--- src/rtl/pipeline_hazard_stall_unit_core_defines.svh ---
// Assertion macros shared by the hazard stall unit RTL.
// Each macro expects signals named clk and rst in the scope where it is used.
`ifndef PIPELINE_HAZARD_STALL_UNIT_CORE_DEFINES_SVH
`define PIPELINE_HAZARD_STALL_UNIT_CORE_DEFINES_SVH

// Same-cycle implication, checked outside of reset.
`define PHSU_ASSERT_NOW(lbl, ante, cons, msg) \
  lbl: assert property (@(posedge clk) disable iff (rst) (ante) |-> (cons)) \
    else $error(msg);

// Next-cycle implication, checked outside of reset.
`define PHSU_ASSERT_NEXT(lbl, ante, cons, msg) \
  lbl: assert property (@(posedge clk) disable iff (rst) (ante) |=> (cons)) \
    else $error(msg);

`endif

--- src/rtl/phsu_pkg.sv ---
// Shared types and constants of the pipeline hazard stall unit.
// No dependencies; every other RTL module imports this package.
`timescale 1ns / 1ps

package phsu_pkg;

  // Number of architectural registers; register numbers at or above it are dropped.
  localparam int NUM_REGS = 16;
  localparam logic [6:0] REG_LIMIT = 7'(NUM_REGS);

  // Opcodes.
  localparam logic [2:0] OP_NOP  = 3'd0;
  localparam logic [2:0] OP_ADD  = 3'd1;
  localparam logic [2:0] OP_SUB  = 3'd2;
  localparam logic [2:0] OP_MULT = 3'd3;
  localparam logic [2:0] OP_DIV  = 3'd4;
  localparam logic [2:0] OP_LW   = 3'd5;
  localparam logic [2:0] OP_SW   = 3'd6;
  localparam logic [2:0] OP_BNEZ = 3'd7;

  // Register number meaning "no register".
  localparam logic signed [4:0] NO_REG = -5'sd1;

  // Forwarding modes.
  localparam logic [1:0] MODE_NONE  = 2'd0;
  localparam logic [1:0] MODE_EXMEM = 2'd1;
  localparam logic [1:0] MODE_FULL  = 2'd2;
  localparam logic [1:0] MODE_STALL = 2'd3;

  typedef struct packed {
    logic [2:0]        op;
    logic signed [4:0] dest;
    logic signed [4:0] src1;
    logic signed [4:0] src2;
  } slot_t;

  localparam slot_t SLOT_EMPTY = '{op: OP_NOP, dest: NO_REG, src1: NO_REG, src2: NO_REG};

  typedef struct packed {
    logic              accepted;
    logic [2:0]        retire_op;
    logic signed [4:0] retire_dest;
    logic              drained;
  } res_t;

endpackage

--- src/rtl/phsu_hazard.sv ---
// Read-after-write hazard check of the decode instruction against memory and writeback.
// Depends on phsu_pkg.
`timescale 1ns / 1ps

module phsu_hazard
  import phsu_pkg::*;
(
  input  slot_t      dec,
  input  slot_t      mem,
  input  slot_t      wb,
  input  logic [1:0] mode,
  output logic       stall
);

  logic mem_hit;
  logic wb_hit;

  // A NOP or an instruction without a destination never produces a match.
  assign mem_hit = (mem.op != OP_NOP) && (mem.dest != NO_REG) &&
                   ((mem.dest == dec.src1) || (mem.dest == dec.src2));
  assign wb_hit  = (wb.op != OP_NOP) && (wb.dest != NO_REG) &&
                   ((wb.dest == dec.src1) || (wb.dest == dec.src2));

  // The nearest matching stage alone decides.
  always_comb begin
    stall = 1'b0;
    if (dec.op != OP_NOP && (mem_hit || wb_hit)) begin
      case (mode)
        MODE_EXMEM: stall = !mem_hit;
        MODE_FULL:  stall = 1'b0;
        MODE_NONE:  stall = 1'b1;
        MODE_STALL: stall = 1'b1;
        default:    stall = 1'b1;
      endcase
    end
  end

endmodule

--- src/rtl/phsu_slots.sv ---
// Five pipeline slot registers and their one-step advance, with the hazard check.
// Depends on phsu_pkg, phsu_hazard and the shared assertion macros.
`timescale 1ns / 1ps
`include "pipeline_hazard_stall_unit_core_defines.svh"

module phsu_slots
  import phsu_pkg::*;
(
  input  logic       clk,
  input  logic       rst,
  input  logic       step,
  input  slot_t      in_slot,
  input  logic [1:0] mode,
  output res_t       res
);

  slot_t fetch;
  slot_t dec;
  slot_t exe;
  slot_t mem;
  slot_t wb;
  slot_t fetch_next;
  slot_t dec_next;
  slot_t exe_next;
  logic  stall;

  // After the shift, execute has gone to memory and memory to writeback.
  phsu_hazard u_hazard (
    .dec   (dec),
    .mem   (exe),
    .wb    (mem),
    .mode  (mode),
    .stall (stall)
  );

  always_comb begin
    if (stall) begin
      fetch_next = fetch;
      dec_next   = dec;
      exe_next   = SLOT_EMPTY;
    end else begin
      fetch_next = in_slot;
      dec_next   = fetch;
      exe_next   = dec;
    end
  end

  always_ff @(posedge clk) begin
    if (rst) begin
      fetch <= SLOT_EMPTY;
      dec   <= SLOT_EMPTY;
      exe   <= SLOT_EMPTY;
      mem   <= SLOT_EMPTY;
      wb    <= SLOT_EMPTY;
    end else if (step) begin
      fetch <= fetch_next;
      dec   <= dec_next;
      exe   <= exe_next;
      mem   <= exe;
      wb    <= mem;
    end
  end

  assign res.accepted    = !stall;
  assign res.retire_op   = mem.op;
  assign res.retire_dest = mem.dest;
  assign res.drained     = (fetch_next.op == OP_NOP) && (dec_next.op == OP_NOP) &&
                           (exe_next.op == OP_NOP) && (exe.op == OP_NOP) &&
                           (mem.op == OP_NOP);

  `PHSU_ASSERT_NOW(a_nop_decode_no_stall, step && dec.op == OP_NOP, res.accepted, "NOP in decode stalled")
  `PHSU_ASSERT_NOW(a_full_fwd_no_stall, step && mode == MODE_FULL, res.accepted, "stall under full forwarding")
  `PHSU_ASSERT_NEXT(a_bubble_on_stall, step && stall, exe.op == OP_NOP && $stable(dec), "stall did not insert a bubble")
  `PHSU_ASSERT_NEXT(a_idle_holds, !step, $stable(wb) && $stable(fetch), "slots moved without a step")

endmodule

--- src/rtl/pipeline_hazard_stall_unit_core.sv ---
// Top level of the pipeline hazard stall unit: stream ports, input and result registers.
// Depends on phsu_pkg, phsu_slots and the shared assertion macros.
`timescale 1ns / 1ps
`include "pipeline_hazard_stall_unit_core_defines.svh"

// Each input transaction advances a modeled five-stage in-order pipeline (fetch, decode,
// execute, memory, writeback) by one step. The transaction offers the next instruction;
// the block moves execute to memory and memory to writeback, then checks the decode
// instruction for a read-after-write match against the new memory and writeback stages
// under the forwarding mode written through cfg_wr_en/cfg_wr_data (reset value 0). On a
// stall a bubble enters execute, decode and fetch hold, and the result reports
// accepted = 0, meaning the same instruction must be sent again in a later transaction.
// Register numbers that are negative or at or above the register count are stored as
// "no register". Every input transaction yields exactly one result transaction: the input
// is held in the input register, then its result in the result register. The unit accepts
// one transaction per clock as long as the result side keeps up; the rate is set by the
// single combinational step between the input register and the pipeline slot registers.
// Write the mode only while no transaction is in flight.
module pipeline_hazard_stall_unit_core
  import phsu_pkg::*;
(
  input  logic        clk,
  input  logic        rst,
  // Configuration: forwarding mode.
  input  logic        cfg_wr_en,
  input  logic [1:0]  cfg_wr_data,
  // Offered instructions.
  input  logic        s_axis_tvalid,
  output logic        s_axis_tready,
  input  logic [23:0] s_axis_tdata,  // next_op[2:0], next_dest[7:3], next_src1[12:8],
                                     // next_src2[17:13], zero[23:18]
  // Step results.
  output logic        m_axis_tvalid,
  input  logic        m_axis_tready,
  output logic [15:0] m_axis_tdata   // accepted[0], retire_op[3:1], retire_dest[8:4],
                                     // drained[9], zero[15:10]
);

  logic [1:0] mode;
  slot_t      in_slot;
  logic       in_vld;
  res_t       res_next;
  res_t       res_q;
  logic       out_vld;
  logic       step;
  slot_t      raw_slot;

  // Any register number outside the register file reads as "no register".
  function automatic logic signed [4:0] reg_clean(input logic [4:0] raw);
    logic signed [4:0] v;
    if (raw[4] || ({3'b000, raw[3:0]} >= REG_LIMIT)) begin
      v = NO_REG;
    end else begin
      v = raw;
    end
    return v;
  endfunction

  always_ff @(posedge clk) begin
    if (rst) begin
      mode <= MODE_NONE;
    end else if (cfg_wr_en) begin
      mode <= cfg_wr_data;
    end
  end

  // The held item is processed whenever the result register is free or being emptied.
  assign step          = in_vld && (!out_vld || m_axis_tready);
  assign s_axis_tready = !in_vld || step;

  assign raw_slot.op   = s_axis_tdata[2:0];
  assign raw_slot.dest = reg_clean(s_axis_tdata[7:3]);
  assign raw_slot.src1 = reg_clean(s_axis_tdata[12:8]);
  assign raw_slot.src2 = reg_clean(s_axis_tdata[17:13]);

  // Input register.
  always_ff @(posedge clk) begin
    if (rst) begin
      in_vld <= 1'b0;
    end else if (s_axis_tvalid && s_axis_tready) begin
      in_vld <= 1'b1;
    end else if (step) begin
      in_vld <= 1'b0;
    end
  end

  always_ff @(posedge clk) begin
    if (s_axis_tvalid && s_axis_tready) begin
      in_slot <= raw_slot;
    end
  end

  phsu_slots u_slots (
    .clk     (clk),
    .rst     (rst),
    .step    (step),
    .in_slot (in_slot),
    .mode    (mode),
    .res     (res_next)
  );

  // Result register.
  always_ff @(posedge clk) begin
    if (rst) begin
      out_vld <= 1'b0;
    end else if (step) begin
      out_vld <= 1'b1;
    end else if (m_axis_tready) begin
      out_vld <= 1'b0;
    end
  end

  always_ff @(posedge clk) begin
    if (step) begin
      res_q <= res_next;
    end
  end

  assign m_axis_tvalid = out_vld;
  assign m_axis_tdata  = {6'b000000, res_q.drained, res_q.retire_dest,
                          res_q.retire_op, res_q.accepted};

  `PHSU_ASSERT_NOW(a_no_overwrite, out_vld && !m_axis_tready, !step, "result overwritten while stalled")
  `PHSU_ASSERT_NEXT(a_step_gives_result, step, out_vld, "step without a result")
  `PHSU_ASSERT_NOW(a_no_step_when_empty, !in_vld, !step, "step without a held item")

endmodule

--- config.mk ---
export PLATFORM = sky130hd
export DESIGN_NAME = pipeline_hazard_stall_unit_core
export DESIGN_NICKNAME = d
export VERILOG_FILES = /design/src/rtl/phsu_pkg.sv /design/src/rtl/phsu_hazard.sv /design/src/rtl/phsu_slots.sv /design/src/rtl/pipeline_hazard_stall_unit_core.sv
export VERILOG_INCLUDE_DIRS = /design/src /design/src/rtl
export SDC_FILE = /design/constraint.sdc
export NUM_CORES = 1
export LEC_CHECK = 0
export ABC_AREA = 1
export BUFFER_PORTS_ARGS = -buffer_cell sky130_fd_sc_hd__buf_2
export CORE_MARGIN = 3
export CORE_UTILIZATION = 55
export DETAILED_ROUTE_END_ITERATION = 10
export GPL_TIMING_DRIVEN = 0
export HOLD_SLACK_MARGIN = 0.08
export PLACE_DENSITY = 0.77
export SYNTH_ARGS = -nofsm -noshare
export SYNTH_HDL_FRONTEND = slang
export SYNTH_SLANG_ARGS = --single-unit
export TNS_END_PERCENT = 10
--- constraint.sdc ---
create_clock -name clk -period 2 [get_ports clk]
set_input_delay 0.1 -clock clk [delete_from_list [all_inputs] [get_ports clk]]
set_output_delay 0.1 -clock clk [all_outputs]
set_load 0.01 [all_outputs]
==> impl_metrics.prom <==
# TYPE chip_impl_metric gauge
chip_impl_info{name="status",value="finished, final reports clean"} 1
chip_impl_metric{name="transition_time_at_the_pin_with_the_least_slew_margin",unit="ns"} 0.631
chip_impl_metric{name="netlist-cell-type-count",unit=""} 26
chip_impl_metric{name="yosysWarnings",unit=""} 0
chip_impl_metric{name="tns",unit="ns"} 0
chip_impl_metric{name="powerDensity",unit="mW/mm^2"} 822
chip_impl_metric{name="ant_nets",unit=""} 0
chip_impl_metric{name="synthesis.instances",unit=""} 412
chip_impl_metric{name="synth_seq_cells",unit=""} 84
chip_impl_metric{name="dp_cells",unit=""} 528
chip_impl_info{name="synth.top_cells.by_area",value="dfxtp_1, edfxtp_1, nand2_1"} 1
chip_impl_info{name="synth_common_cells",value="nand2_1, nand3_1, dfxtp_1, inv_1, nor2_1"} 1
chip_impl_info{name="rsz0062_at_grt",value="false"} 1
chip_impl_metric{name="report.final.slew_viol_count",unit=""} 0
chip_impl_metric{name="worst_reg_to_reg_setup_slack",unit="ns"} 0.23
chip_impl_info{name="tritoncts",value="done"} 1
chip_impl_metric{name="postCtsSetupRepairBufs",unit=""} 0
chip_impl_metric{name="clkSinkCount",unit=""} 84
chip_impl_metric{name="placement.setup.worst_slack",unit="ns"} 0.252
chip_impl_info{name="critical_path.startpoint_type",value="primary input"} 1
chip_impl_metric{name="multiInputGateArea",unit="sq mm"} 0.00124
chip_impl_metric{name="final_period_minus_worst_setup_slack",unit="ns"} 1.83
chip_impl_metric{name="antenna_found_initial",unit=""} 0
chip_impl_metric{name="power_frac_comb",unit="%"} 13.4
chip_impl_metric{name="grt_max_degree",unit=""} 20
chip_impl_info{name="synth_most_common_cell",value="nand2_1"} 1
chip_impl_metric{name="route.detailed.vias_per_inst",unit=""} 4.97
chip_impl_metric{name="r2r_cells",unit=""} 5
chip_impl_metric{name="dpl-instance-area",unit="sq mm"} 0.00375
chip_impl_metric{name="cell_internal_pwr",unit="mW"} 2.51
chip_impl_metric{name="num_io_pins",unit=""} 49
chip_impl_metric{name="depth_of_the_cts_h_tree",unit=""} 3
chip_impl_metric{name="leakage",unit="nW"} 2.03
chip_impl_info{name="root_buffer",value="clkbuf_8"} 1
chip_impl_metric{name="setup_violations",unit=""} 0
chip_impl_metric{name="insertedDiodeCount",unit=""} 0
chip_impl_metric{name="p_seq_share",unit="%"} 56.9
chip_impl_info{name="yosys_most_used_dff",value="dfxtp_1"} 1
chip_impl_metric{name="die_height",unit="um"} 85.3
chip_impl_metric{name="port-buffer-count",unit=""} 36
chip_impl_metric{name="wire_length_per_cell",unit="um"} 12.3
chip_impl_metric{name="finalPower",unit="mW"} 3.42
chip_impl_metric{name="asyncSetResetFlopFracSynth",unit="%"} 0
chip_impl_metric{name="gr-total-overflow",unit=""} 0
chip_impl_metric{name="post-route-util",unit="%"} 69.1
chip_impl_info{name="worstSetupPathType",value="in2reg"} 1
chip_impl_metric{name="synth_seq_area_share",unit="%"} 56.7
chip_impl_metric{name="via_count",unit=""} 2823
chip_impl_info{name="worst_hold_path_type",value="in2reg"} 1
chip_impl_metric{name="final-hold-violation-count",unit=""} 0
chip_impl_metric{name="cts.clk_slew.worst_paths",unit="ns"} 0.09
chip_impl_metric{name="grt_first_pass_wirelength",unit="mm"} 12.2
chip_impl_metric{name="area.sequential",unit="sq mm"} 0.00196
chip_impl_metric{name="synth.cell_area",unit="sq mm"} 0.00346
chip_impl_metric{name="die_area",unit="sq mm"} 0.00728
chip_impl_metric{name="layout.cells.non_filler",unit=""} 568
chip_impl_info{name="timing.rr.end",value="m_axis_tdata[8]$_DFFE_PP_"} 1
chip_impl_metric{name="drt_first_pass_iters",unit=""} 5
chip_impl_metric{name="bufs_on_longest_clock_path",unit=""} 2
chip_impl_metric{name="fillerInstances",unit=""} 478
chip_impl_metric{name="critical_path_required",unit="ns"} 1.99
chip_impl_metric{name="synth_edf_count",unit=""} 28
chip_impl_metric{name="drc",unit=""} 0
chip_impl_info{name="rr_startpoint",value="m_axis_tvalid$_SDFFE_PP0P_"} 1
chip_impl_metric{name="final_clock_skew",unit="ns"} 0.0118
chip_impl_info{name="synthDominantAreaCellType",value="dfxtp_1"} 1
chip_impl_metric{name="worst_slack",unit="ns"} 0.168
chip_impl_metric{name="worstPathArrival",unit="ns"} 1.83
chip_impl_metric{name="final_estimated_routing_congestion_in_global_placement",unit=""} 0.881
chip_impl_metric{name="synth.top_cell.area_share",unit="%"} 32.4
chip_impl_metric{name="finish.net_count",unit=""} 521
chip_impl_metric{name="track_usage",unit="%"} 21.0
chip_impl_metric{name="tritoncts.num_buffers",unit=""} 9
chip_impl_metric{name="max_cap_viol_count",unit=""} 0
chip_impl_metric{name="crit_path_max_fanout",unit=""} 19
chip_impl_metric{name="postLayoutCellArea",unit="sq mm"} 0.00416
chip_impl_metric{name="areaGrowthSynthToFinish",unit="%"} 20.3
chip_impl_info{name="worst_setup_ep_type",value="flop"} 1
chip_impl_metric{name="initial_utilization",unit="%"} 57.5
chip_impl_info{name="worstSetupStartpoint",value="m_axis_tready"} 1
chip_impl_metric{name="max-slew-margin-rel",unit="%"} 57.9
chip_impl_metric{name="synthesis.area_per_instance",unit="sq um"} 8.40
chip_impl_metric{name="top_achievable_clock_speed",unit="MHz"} 546
chip_impl_metric{name="hold_ws",unit="ns"} 0.456
chip_impl_metric{name="placementRows",unit=""} 28
chip_impl_metric{name="min_period_over_period",unit="%"} 91.6
chip_impl_metric{name="post-dp-hpwl",unit="mm"} 4.69
chip_impl_info{name="worstSetupEndpoint",value="m_axis_tdata[8]$_DFFE_PP_"} 1
chip_impl_metric{name="fraction_of_layout_cells_with_a_size_suffix_above_1",unit="%"} 17.0
chip_impl_metric{name="first_global_vias",unit=""} 2660
chip_impl_metric{name="first_iter_violations",unit=""} 139
chip_impl_metric{name="swShare",unit="%"} 26.5
chip_impl_metric{name="floorplan.die.width",unit="um"} 85.3
chip_impl_metric{name="placeableCoreArea",unit="sq mm"} 0.00603
chip_impl_metric{name="switchingPower",unit="mW"} 0.907
chip_impl_metric{name="clockPowerShare",unit="%"} 29.7
chip_impl_metric{name="ir_drop",unit="mV"} 0.789
chip_impl_metric{name="drt_wl_total",unit="mm"} 7.01
chip_impl_metric{name="clock_insertion_delay_worst_skew",unit="ns"} 0.35
==> per-layer routing <==
metal	up-vias	global-route usage (%)	wire, um
li1	1485	-	-
met1	1254	26.2	3010
met2	76	36.2	3550
met3	8	3.79	347
met4	0	7.91	101
met5	-	0	0
==> cell families after synthesis <==
group	after synthesis	share of synthesized area [%]
AND/OR/NAND/NOR	236	29.7
flip-flops	84	56.7
buffers and inverters	61	8.02
AO/OA/AOI/OAI	24	3.83
XOR/XNOR	5	1.26
adder cells (fa/ha/maj)	1	0.361
other	1	0.108
==> worst max-delay path: stages <==
cell and delay, ns:
dlygate4sd3_1 0.52, buf_2 0.09, inv_1 0.04, nand2_1 0.07, nand2_1 0.18, inv_1 0.16, buf_2 0.22, buf_2 0.43
==> cells in the final DEF, fill, tap and decap left out <==
master         synthesis  final
conb_1                 1      6
edfxtp_1              28     28
o211ai_1               5      5
nor2_1                32     32
nor3_1                 6      6
clkinvlp_4             0      2
nand2_2                1      1
xnor2_1                4      4
inv_1                 32     32
ha_1                   1      1
o21ai_0               10     10
clkinv_1               1      1
buf_1                  1      1
buf_4                  9      9
nand4_1                1      1
clkinv_2               0      3
clkbuf_8               0      9
buf_6                  1      1
buf_2                  6     42
dfxtp_1               56     55
a21oi_1                9      9
nand2_1              108    108
or2_2                 12     12
nand3_1               74     74
inv_2                  3      3
xor2_1                 1      1
clkbuf_1               8      9
dlygate4sd3_1          0     25
nand3_2                1      1
or3_1                  1      1
dfxtp_2                0      1
==> flip-flops by register name (all words and copies together), names as in the netlist <==
signal,cells
in_slot,18
u_slots.dec,18
u_slots.fetch,18
m_axis_tdata,10
u_slots.exe,8
u_slots.res,8
mode,2
in_vld,1
m_axis_tvalid,1
==> layout make-up <==
class                   count  area share, %
well taps                  75           2.25
repair buffers             61           10.3
clock inverters             5          0.721
flip-flops and latches     84           47.1
clock buffers              10           3.06
multi-input cells         272           29.8
inverters                  36           3.25
plain buffers              25           3.43
==> power groups by stage <==
stage / clock [mW] / combinational [mW] / sequential [mW]
6_report: 1.02 / 0.460 / 1.95
4_1_cts: 1.02 / 0.457 / 1.94
3_5_place_dp: 0 / 0.416 / 1.98
2_1_floorplan: 0 / 0.309 / 1.97
3_3_place_gp: 0 / 0.405 / 1.98
5_1_grt: 1.10 / 0.533 / 1.96
==> worst min path at each step <==
stage / from / endpoint / slack, ns / depth (start not counted)
final: s_axis_tdata[0] / in_slot[15]$_DFFE_PP_ / 0.46 / 2
after global routing: s_axis_tdata[0] / in_slot[15]$_DFFE_PP_ / 0.46 / 2
after CTS: s_axis_tdata[1] / in_slot[16]$_DFFE_PP_ / 0.45 / 2
after detailed placement: s_axis_tdata[1] / in_slot[16]$_DFFE_PP_ / 0.28 / 1
after global placement: s_axis_tdata[1] / in_slot[16]$_DFFE_PP_ / 0.28 / 1
after floorplan: rst / in_vld$_SDFFE_PP0P_ / 0.17 / 1
==> timing repair <==
item,CTS,global route
setup endpoints to repair,0,4
hold endpoints to repair,25,0
hold buffers,25,0
resized for setup,0,1
(Power assumes the default switching activity.)
